--- src/rtl/core/cnsp_pkg.sv ---
// Shared types and constants for the CAN node slot protocol block.
// Used by cnsp_step and can_node_slot_protocol; depends on nothing.
package cnsp_pkg;

  // Result kinds
  localparam logic [2:0] KIND_WHOIS    = 3'd0;
  localparam logic [2:0] KIND_VERSION  = 3'd1;
  localparam logic [2:0] KIND_PASS     = 3'd2;
  localparam logic [2:0] KIND_UPLOAD   = 3'd3;
  localparam logic [2:0] KIND_ASSIGNED = 3'd4;

  // Input actions
  localparam logic ACT_FRAME = 1'b0;
  localparam logic ACT_TICK  = 1'b1;

  // Configuration register indexes
  localparam logic CFG_HW_ID  = 1'b0;
  localparam logic CFG_PERIOD = 1'b1;

  // Frame identifiers and masks
  localparam logic [10:0] ID_WHOIS   = 11'h7A0;
  localparam logic [10:0] ID_ASSIGN  = 11'h7C0;
  localparam logic [10:0] ID_UPLOAD  = 11'h7E0;
  localparam logic [10:0] ID_QUERY   = 11'h7FF;
  localparam logic [10:0] ID_VERSION = 11'h7FF;
  localparam logic [10:0] GROUP_MASK = 11'h7E0;

  localparam logic [63:0] VERSION_DATA = 64'h0000_0000_6463_6261;
  localparam logic [15:0] PERIOD_RESET = 16'd3000;
  localparam logic [3:0]  LEN_FULL     = 4'd8;
  localparam logic [3:0]  LEN_VERSION  = 4'd4;
  localparam logic [3:0]  LEN_QUERY    = 4'd1;

  // One input beat
  typedef struct packed {
    logic        action;
    logic [10:0] frame_id;
    logic [3:0]  frame_len;
    logic [63:0] frame_data;
  } item_t;

  // One result beat
  typedef struct packed {
    logic [2:0]  kind;
    logic [10:0] out_id;
    logic [3:0]  out_len;
    logic [63:0] out_data;
    logic [4:0]  node_slot;
  } result_t;

endpackage

--- src/rtl/core/cnsp_step.sv ---
// Protocol state (slot, tick phase, configuration) and the decision logic
// for one registered item. Depends on cnsp_pkg.
module cnsp_step
  import cnsp_pkg::*;
(
  input  logic        clk,
  input  logic        rst,
  input  logic        cfg_we,
  input  logic        cfg_addr,
  input  logic [63:0] cfg_wdata,
  input  item_t       item,
  input  logic        adv,
  output result_t     res,
  output logic        emit
);

  logic [63:0] hw_id;
  logic [15:0] period;
  logic [4:0]  slot;
  logic [4:0]  slot_next;
  logic [15:0] phase;
  logic [15:0] phase_next;
  logic        announced;
  logic [3:0]  len_eff;
  logic [63:0] data_kept;
  logic [16:0] phase_inc;
  logic        is_query;
  logic        is_assign;
  logic        is_upload;

  // Clamp the length like a CAN DLC and zero bytes beyond it
  always_comb begin
    len_eff = (item.frame_len > LEN_FULL) ? LEN_FULL : item.frame_len;
    for (int i = 0; i < 8; i++) begin
      data_kept[8*i +: 8] = (4'(i) < len_eff) ? item.frame_data[8*i +: 8] : 8'h00;
    end
  end

  // Frame rule tests
  assign is_query  = (item.frame_id == ID_QUERY) && (len_eff == LEN_QUERY) &&
                     (data_kept[7:0] == {3'b000, slot});
  assign is_assign = ((item.frame_id & GROUP_MASK) == ID_ASSIGN) &&
                     (item.frame_id != ID_ASSIGN) && (len_eff == LEN_FULL) &&
                     (data_kept == hw_id);
  assign is_upload = (slot != 5'd0) && (item.frame_id == (ID_UPLOAD | {6'd0, slot}));
  assign phase_inc = {1'b0, phase} + 17'd1;

  // Decide result and next state
  always_comb begin
    slot_next  = slot;
    phase_next = phase;
    emit       = 1'b1;
    res        = '0;
    if (item.action == ACT_TICK) begin
      if (!announced || (phase_inc >= {1'b0, period})) begin
        phase_next = 16'd0;
      end else begin
        phase_next = phase_inc[15:0];
        emit       = 1'b0;
      end
      res.kind     = KIND_WHOIS;
      res.out_id   = ID_WHOIS + {6'd0, slot};
      res.out_len  = LEN_FULL;
      res.out_data = hw_id;
    end else begin
      priority if (is_query) begin
        res.kind     = KIND_VERSION;
        res.out_id   = ID_VERSION;
        res.out_len  = LEN_VERSION;
        res.out_data = VERSION_DATA;
      end else if (is_assign) begin
        slot_next    = item.frame_id[4:0];
        res.kind     = KIND_ASSIGNED;
      end else if (is_upload) begin
        res.kind     = KIND_UPLOAD;
        res.out_id   = item.frame_id;
        res.out_len  = len_eff;
        res.out_data = data_kept;
      end else begin
        res.kind     = KIND_PASS;
        res.out_id   = item.frame_id;
        res.out_len  = len_eff;
        res.out_data = data_kept;
      end
    end
    res.node_slot = slot_next;
  end

  // Commit state when the item moves on
  always_ff @(posedge clk) begin
    if (rst) begin
      slot      <= 5'd0;
      phase     <= 16'd0;
      announced <= 1'b0;
    end else if (adv) begin
      slot  <= slot_next;
      phase <= phase_next;
      if (item.action == ACT_TICK) begin
        announced <= 1'b1;
      end
    end
  end

  // Configuration writes
  always_ff @(posedge clk) begin
    if (rst) begin
      hw_id  <= 64'd0;
      period <= PERIOD_RESET;
    end else if (cfg_we) begin
      unique case (cfg_addr)
        CFG_HW_ID:  hw_id  <= cfg_wdata;
        CFG_PERIOD: period <= cfg_wdata[15:0];
        default:    hw_id  <= hw_id;
      endcase
    end
  end

endmodule

--- src/rtl/core/can_node_slot_protocol.sv ---
// Node side of a CAN slot-assignment protocol.
// Channels: s_axis carries received frames (tuser=0) or 1 ms ticks (tuser=1);
// m_axis carries results: WHOIS and version frames to send, frames passed to
// the application, upload frames and slot-assigned notices.
// Configuration: cfg_we/cfg_addr/cfg_wdata write hardware_id (index 0) and
// whois_period (index 1); write only while no beat is in flight.
// Pipeline: an input register, then the decision logic, then an output
// register. One beat per cycle is sustained while m_axis_tready is high; a
// tick that sends nothing leaves no result. The output register lets a new
// beat in while a result waits.
// Stall: when m_axis_tready is low the output register holds and the input
// register fills; s_axis_tready then drops until the result is taken.
// Reset (rst, synchronous) clears both registers, the slot, the tick phase
// and the announce flag; hardware_id resets to 0, whois_period to 3000.
// Depends on cnsp_pkg and cnsp_step.
module can_node_slot_protocol
  import cnsp_pkg::*;
(
  input  logic        clk,
  input  logic        rst,
  input  logic        s_axis_tvalid,
  output logic        s_axis_tready,
  input  logic [79:0] s_axis_tdata,   // frame_id[10:0], frame_len[14:11], frame_data[78:15]
  input  logic        s_axis_tuser,   // action
  output logic        m_axis_tvalid,
  input  logic        m_axis_tready,
  output logic [87:0] m_axis_tdata,   // out_id[10:0], out_len[14:11], out_data[78:15],
                                      // node_slot[83:79]
  output logic [2:0]  m_axis_tuser,   // kind
  input  logic        cfg_we,
  input  logic        cfg_addr,
  input  logic [63:0] cfg_wdata
);

  logic    in_valid;
  item_t   in_item;
  logic    adv;
  result_t res;
  logic    emit;
  result_t out_res;

  // Move the held item on when the output register is free or draining
  assign adv           = in_valid && (!m_axis_tvalid || m_axis_tready);
  assign s_axis_tready = !in_valid || adv;

  // Input register
  always_ff @(posedge clk) begin
    if (rst) begin
      in_valid <= 1'b0;
    end else if (s_axis_tready) begin
      in_valid <= s_axis_tvalid;
    end
  end

  always_ff @(posedge clk) begin
    if (s_axis_tvalid && s_axis_tready) begin
      in_item.action     <= s_axis_tuser;
      in_item.frame_id   <= s_axis_tdata[10:0];
      in_item.frame_len  <= s_axis_tdata[14:11];
      in_item.frame_data <= s_axis_tdata[78:15];
    end
  end

  cnsp_step u_step (
    .clk       (clk),
    .rst       (rst),
    .cfg_we    (cfg_we),
    .cfg_addr  (cfg_addr),
    .cfg_wdata (cfg_wdata),
    .item      (in_item),
    .adv       (adv),
    .res       (res),
    .emit      (emit)
  );

  // Output register
  always_ff @(posedge clk) begin
    if (rst) begin
      m_axis_tvalid <= 1'b0;
    end else if (adv) begin
      m_axis_tvalid <= emit;
    end else if (m_axis_tready) begin
      m_axis_tvalid <= 1'b0;
    end
  end

  always_ff @(posedge clk) begin
    if (adv && emit) begin
      out_res <= res;
    end
  end

  assign m_axis_tuser = out_res.kind;
  assign m_axis_tdata = {4'd0, out_res.node_slot, out_res.out_data,
                         out_res.out_len, out_res.out_id};

`ifndef ASSERT_OFF
  // Both registers are empty right after reset
  a_reset_empty: assert property (@(posedge clk)
    rst |=> (!m_axis_tvalid && !in_valid))
    else $error("pipeline not empty after reset");

  // A held input item is never overwritten by a new beat
  a_no_overwrite: assert property (@(posedge clk) disable iff (rst)
    (s_axis_tvalid && s_axis_tready && in_valid) |-> adv)
    else $error("input register overwritten");

  // WHOIS results carry a full frame in the announce id range
  a_whois_shape: assert property (@(posedge clk) disable iff (rst)
    (m_axis_tvalid && (m_axis_tuser == KIND_WHOIS)) |->
    ((m_axis_tdata[14:11] == LEN_FULL) && (m_axis_tdata[10:5] == ID_WHOIS[10:5])))
    else $error("malformed WHOIS result");
`endif

endmodule
--- config.mk ---
export PLATFORM = sky130hd
export DESIGN_NAME = can_node_slot_protocol
export DESIGN_NICKNAME = d
export VERILOG_FILES = /design/src/rtl/core/cnsp_pkg.sv /design/src/rtl/core/cnsp_step.sv /design/src/rtl/core/can_node_slot_protocol.sv
export SDC_FILE = /design/constraint.sdc
export NUM_CORES = 1
export LEC_CHECK = 0
export BUFFER_PORTS_ARGS = -buffer_cell sky130_fd_sc_hd__buf_2
export CORE_MARGIN = 5
export CORE_UTILIZATION = 40
export CTS_BUF_LIST = sky130_fd_sc_hd__clkbuf_4 sky130_fd_sc_hd__clkbuf_8
export DETAILED_ROUTE_END_ITERATION = 10
export SYNTH_ARGS = -nofsm -noshare
export SYNTH_HDL_FRONTEND = slang
export SYNTH_SLANG_ARGS = --single-unit
--- constraint.sdc ---
create_clock -name clk -period 14.9 [get_ports clk]
set_input_delay 0 -clock clk [delete_from_list [all_inputs] [get_ports clk]]
set_output_delay 0 -clock clk [all_outputs]
set_load 0.03 [all_outputs]
==> run metrics, run 1 <==
outcome finished, final reports clean; CTS Buffer Depth 3; Tot Pwr 1.770 mW; clock latency on the worst-skew pair 570 ps; die area 33620 um2; Cell variety after synth 67; Hold Slack 76.51 ps; global-route wire length before repair 57410 um; fin. max-slew vios 0; Worst Path Max Fanout 54; Critical Path End Type flop; top cell family by delay on the critical path simple AND/OR/NAND/NOR gates; synthesized flop and latch total 271; Die Span X 183.4 um; Fin. Hold Viols 0; max capacitance violation total 0; Setup CP Type flop to flop; post-layout util 54.00%; CP Launch Type flop; routed wire length 37930 um; Ys Warns 0; WP data required 15210 ps; top post-synthesis cells by count 229 x nand2_1, 167 x edfxtp_1, 109 x a21oi_1, 104 x dfxtp_1, 61 x a32o_1; CP cell instances or2_1, a21oi_1, a2111o_1, or4b_1, or4_1, or4_1, buf_4, and2_2, buf_4, a32o_1; vias in the first global route 10165; Period Utilization, post-route 32.48%; CP max stage delay 720 ps; Sink Count 271; drt pass-1 iters 6; unrepaired setup endpoints after global routing no; PostCTS Resize Cnt 0; clock-pin slew on the worst setup and hold paths 60 ps; largest net degree at the start of global routing 88; DPL Wire Length 24340 um; Slew HR 23.23%; Cell Rows 63; Max rail drop VDD 0.00009001 V; minimum clock period 4839 ps; Slowest cell on crit path edfxtp_1; total negative slack 0 ps; Mapped Cells 1118; ys async rst share 0%; total grt overflow 0; Final Wtd Congestion 0.8321; Global Route Usage Sum 21.75%; CP Buf/Inv Count 2; WL/cell 19.62 um; chip height 183.4 um; drt drc 0; Seq/Total Area, Yosys 59.03%; Post-CTS Setup Inserts 0; cell taking the most area after synthesis edfxtp_1; number of synthesized flops with an enable pin 167; number of DRC markers in iteration 0 822; Core Area 29640 um2; via count 10118; top cells by area, synth edfxtp_1 42%, dfxtp_1 17%, nand2_1 7.1%; Starting Density 40.56%; Mapped Area 12020 um2; achievable frequency 0.2066 GHz; number of buffers created by CTS 48; hold buffers post-CTS 157; IO Port Bufs 238; pwr dens 110.6 nW/um2; Nets 1669; initial antenna violation count 1; vias per std cell 5.234; area grow syn2layout 33.13%; Static Leakage 6.234 nW; Hold WC Path Type input port to flop; top cell type's share of synthesized area 41.71%; count leader, synth nand2_1; ys flop type edfxtp_1; post-synthesis average cell area 10.75 um2; CTS Root Cell clkbuf_8; final setup violation count 0; CP arrival 5150 ps; CTS tree yes; Final Skew 21.13 ps; H-tree depth 2; boundary pin count 244; fraction of layout cells with a size suffix above 1 22.39%; antenna-violating nets left 0; Worst Tran Pin Value 1146 ps
[placed cells by master (no fill, tap or decap), types with 11 or more instances in the layout]
master,instances
clkinv_1,11
nand2_1,229
clkbuf_4,18
nand3b_1,12
nand3_1,13
buf_2,237
a21oi_1,108
dfxtp_1,104
nor2_1,18
ha_1,17
edfxtp_1,167
inv_1,50
a32o_1,61
dlygate4sd3_1,157
a31oi_1,16
o21ai_0,27
clkbuf_8,55
buf_4,11
nand2b_1,16
xor2_1,15
nor2b_1,12
xnor2_1,30
[sequential cells by signal, indices dropped and copies added, names as in the netlist]
signal	cells
u_step.phase	16
u_step.announced	1
m_axis_tdata	84
in_item	80
m_axis_tuser	3
u_step.period	16
u_step.slot	5
u_step.hw_id	64
in_valid	1
m_axis_tvalid	1
[where the power goes]
part	total (mW)	internal, mW	switching, mW
clock	0.691	0.382	0.309
sequential	0.869	0.840	0.0287
combinational	0.210	0.0871	0.123
[layer usage]
layer	part of all wire (%)	vias up	GRT usage [%]
li1	-	4849	-
met1	43	4859	28.83
met2	48	351	36.15
met3	6.5	59	4.522
met4	2.5	0	6.466
met5	0	-	0
[layout make-up]
cell class	instances	area, um2
antenna	2	5.005
inverter	50	187.7
clock inverter	17	78.83
sequential	271	7097
clock buffer	73	892.1
tap	390	488.0
timing repair buffer	405	2840
multi-input combinational	725	4417
fill	2672	13630
[final timing paths]
path | from | cells past startpoint | to | slack (ps)
min | m_axis_tready | 3 | in_item[70] | 80
max reg2reg | in_item[66] | 10 | m_axis_tdata[49] | 10060
min reg2reg | u_step.hw_id[21] | 2 | u_step.hw_id[21] | 460
max | in_item[66] | 10 | m_axis_tdata[49] | 10060
[cell families (layout without fill, tap and decap cells)]
group | after synthesis | count (layout) | synth area share [%]
buffers and inverters | 125 | 545 | 4.537
other | 1 | 6 | 0.03119
xor gates and xnor gates | 45 | 45 | 3.278
muxes | 10 | 10 | 0.8846
AOI/OAI and AO/OA | 278 | 278 | 15.91
adders and majority gates | 17 | 17 | 1.769
DFF | 271 | 271 | 59.03
and+or+nand+nor | 371 | 371 | 14.56
[per-stage QoR]
stage / setup slack [ps] / cell area (um2) / std cells
final: 10060 / 16010 / 1933
after global routing: 9884 / 16010 / 1933
after CTS: 10080 / 16000 / 1931
after detailed placement: 10100 / 13460 / 1684
after global placement: 10110 / 13460 / 1684
after floorplan: 7634 / 12030 / 1121
[worst register-to-register path, cell delays in order, from the launching register on]
cell and delay [ps]:
edfxtp_1 720, or2_1 450, a21oi_1 210, a2111o_1 370, or4b_1 590, or4_1 520, or4_1 460, buf_4 260
and2_2 270, buf_4 330, a32o_1 410
Note: power is estimated with default switching activity, not from simulation.
==> run 2, diff against run 1 <==
- clock period: 14.9 -> 5 ns (I/O delays scaled with it)
==> run 2 against run 1 <==
  * Total power rose to 3.0 times the previous value
  * Non-clock buffer count rose by 9
  * Sequential share of layout area fell by 0.22 points
  * Wire length rose by 1.2%
  * Final area rose by 0.49%
  * Count of clock-buffer cells in the layout rose by 5
  * Sequential cell count did not move
  * Global-route usage rose by 0.16 points
  * Final cell count rose by 0.36%
  * Setup slack got worse by 9600 ps
  * Die area did not move
  * Critical path type unchanged
  * Highest routed layer is now met5
==> run metrics, run 2 (synthesized netlist as in run 1, its figures left out) <==
Fill cells 2669; Final Wtd Congestion 0.8725; via count 10225; multi-input combinational cell area 4417 um2; CTS Buffer Depth 3; Worst Path Max Fanout 17; Period Utilization, post-route 90.00%; Cell Rows 63; worst r2r path cells 16; PostCTS Resize Cnt 0; Die Span X 183.4 um; number of buffers created by CTS 48; minimum clock period 4500 ps; CP Buf/Inv Count 2; final setup violation count 0; H-tree depth 2; Worst Tran Pin Value 1162 ps; Critical Path End Type flop; diode count 0; most common cell after layout, fill and taps aside buf_2; fraction of layout cells with a size suffix above 1 23.42%; Slowest cell on crit path dlygate4sd3_1; Max rail drop VDD 0.0001926 V; area grow syn2layout 33.78%; Sink Count 271; R2R Setup Slk 500 ps; R2R Path Start u_step.phase[0]; Hold Slack 135.8 ps; CP cell instances ha_1, and3_1, nand3_1, nor2_1, and2_1, xor2_1, ha_1, a211oi_1, o21ai_0, a2111oi_0, a21oi_1, nor3_1, buf_4, a21bo_2, a21oi_1, dlygate4sd3_1; max FFs per register 84; clock latency on the worst-skew pair 560 ps; commonest non-fill, non-tap cells in the layout 237 x buf_2, 229 x nand2_1, 167 x edfxtp_1; CP arrival 4940 ps; chip height 183.4 um; Fin. Hold Viols 0; Setup CP Type flop to flop; WP data required 5440 ps; vias in the first global route 10053; IO Port Bufs 238; total negative slack 0 ps; Final Skew 21.81 ps; global-route wire length before repair 57500 um; Starting Density 40.56%; clock-pin slew on the worst setup and hold paths 60 ps; CTS tree yes; unrepaired setup endpoints after global routing no; drt pass-1 iters 5; hold buffers post-CTS 155; Min-Delay Startpoint s_axis_tdata[61]; Post-CTS Setup Inserts 0; max capacitance violation total 0; hold endpoint in_item[46]; Nets 1678; vias per std cell 5.271; CP max stage delay 550 ps; CTS Root Cell clkbuf_8; Crit Reg-Reg Endpoint m_axis_tvalid; largest net degree at the start of global routing 88; number of DRC markers in iteration 0 786; initial antenna violation count 1; Core Area 29640 um2; CP Launch Type flop; drt drc 0; Hold WC Path Type input port to flop; WL/cell 19.79 um; achievable frequency 0.2222 GHz; fin. max-slew vios 0; pwr dens 328.4 nW/um2; die area 33620 um2; Static Leakage 6.299 nW; outcome finished, final reports clean; Register Area 7097 um2; boundary pin count 244; antenna-violating nets left 0; Slew HR 22.20%; Global Route Usage Sum 21.91%; critical path depth 16; DPL Wire Length 25330 um; routed wire length 38390 um; top cell family by delay on the critical path simple AND/OR/NAND/NOR gates; Cells on Worst Hold Path 2; total grt overflow 0
-- run 2: cell count changes in the layout (fill, tap and decap cells not counted) --
cell / before / now
clkinv_2: 3 / 5
dlygate4sd3_1: 157 / 155
buf_4: 11 / 20
buf_12: 0 / 2
diode_2: 2 / 0
clkinv_1: 11 / 4
clkbuf_8: 55 / 51
clkbuf_4: 18 / 27
-- run 2: final cells by class --
type / instances / area share, %
Sequential cell: 271 / 44.12
Multi-Input combinational cell: 725 / 27.46
Timing Repair Buffer: 414 / 18.20
Clock buffer: 78 / 5.624
Tap cell: 390 / 3.034
Inverter: 50 / 1.167
Clock inverter: 12 / 0.3890
-- run 2: per-stage QoR --
stage | cell area [um2] | utilization, % | total power, mW | worst slack [ps] | std cells
2_1_floorplan | 12050 | - | 2.945 | 613.9 | 1121
3_3_place_gp | 13570 | 45.77 | 3.167 | 768.0 | 1695
3_5_place_dp | 13570 | 45.77 | 3.173 | 693.3 | 1695
4_1_cts | 16080 | 54.27 | 5.325 | 519.6 | 1940
5_1_grt | 16080 | 54.27 | 5.497 | 183.2 | 1940
6_report | 16080 | 54.27 | 5.283 | 499.8 | 1940
-- run 2: how the worst max path moves through the flow --
stage	start	end	slack, ps
detailed placement	in_item[66]	m_axis_tdata[82]	690
CTS	u_step.phase[0]	m_axis_tvalid	520
global route	u_step.phase[0]	m_axis_tvalid	180
global placement	u_step.phase[2]	m_axis_tdata[1]	770
floorplan	u_step.phase[0]	m_axis_tdata[0]	610
finish	u_step.phase[0]	m_axis_tvalid	500
-- run 2: metal layers --
metal	routed length [um]	share of wire, %	track usage [%]
met2	18080	47	36.15
met3	2595	6.8	3.987
met5	11	0.029	0
met1	16590	43	29.47
met4	1106	2.9	6.943
-- run 2: report_power, final --
group	total, mW	leakage (nW)	switching (mW)	internal, mW
clock	2.06	0.517	0.912	1.14
sequential	2.59	2.45	0.0881	2.50
combinational	0.636	3.34	0.368	0.267
total	5.28	6.30	1.37	3.91
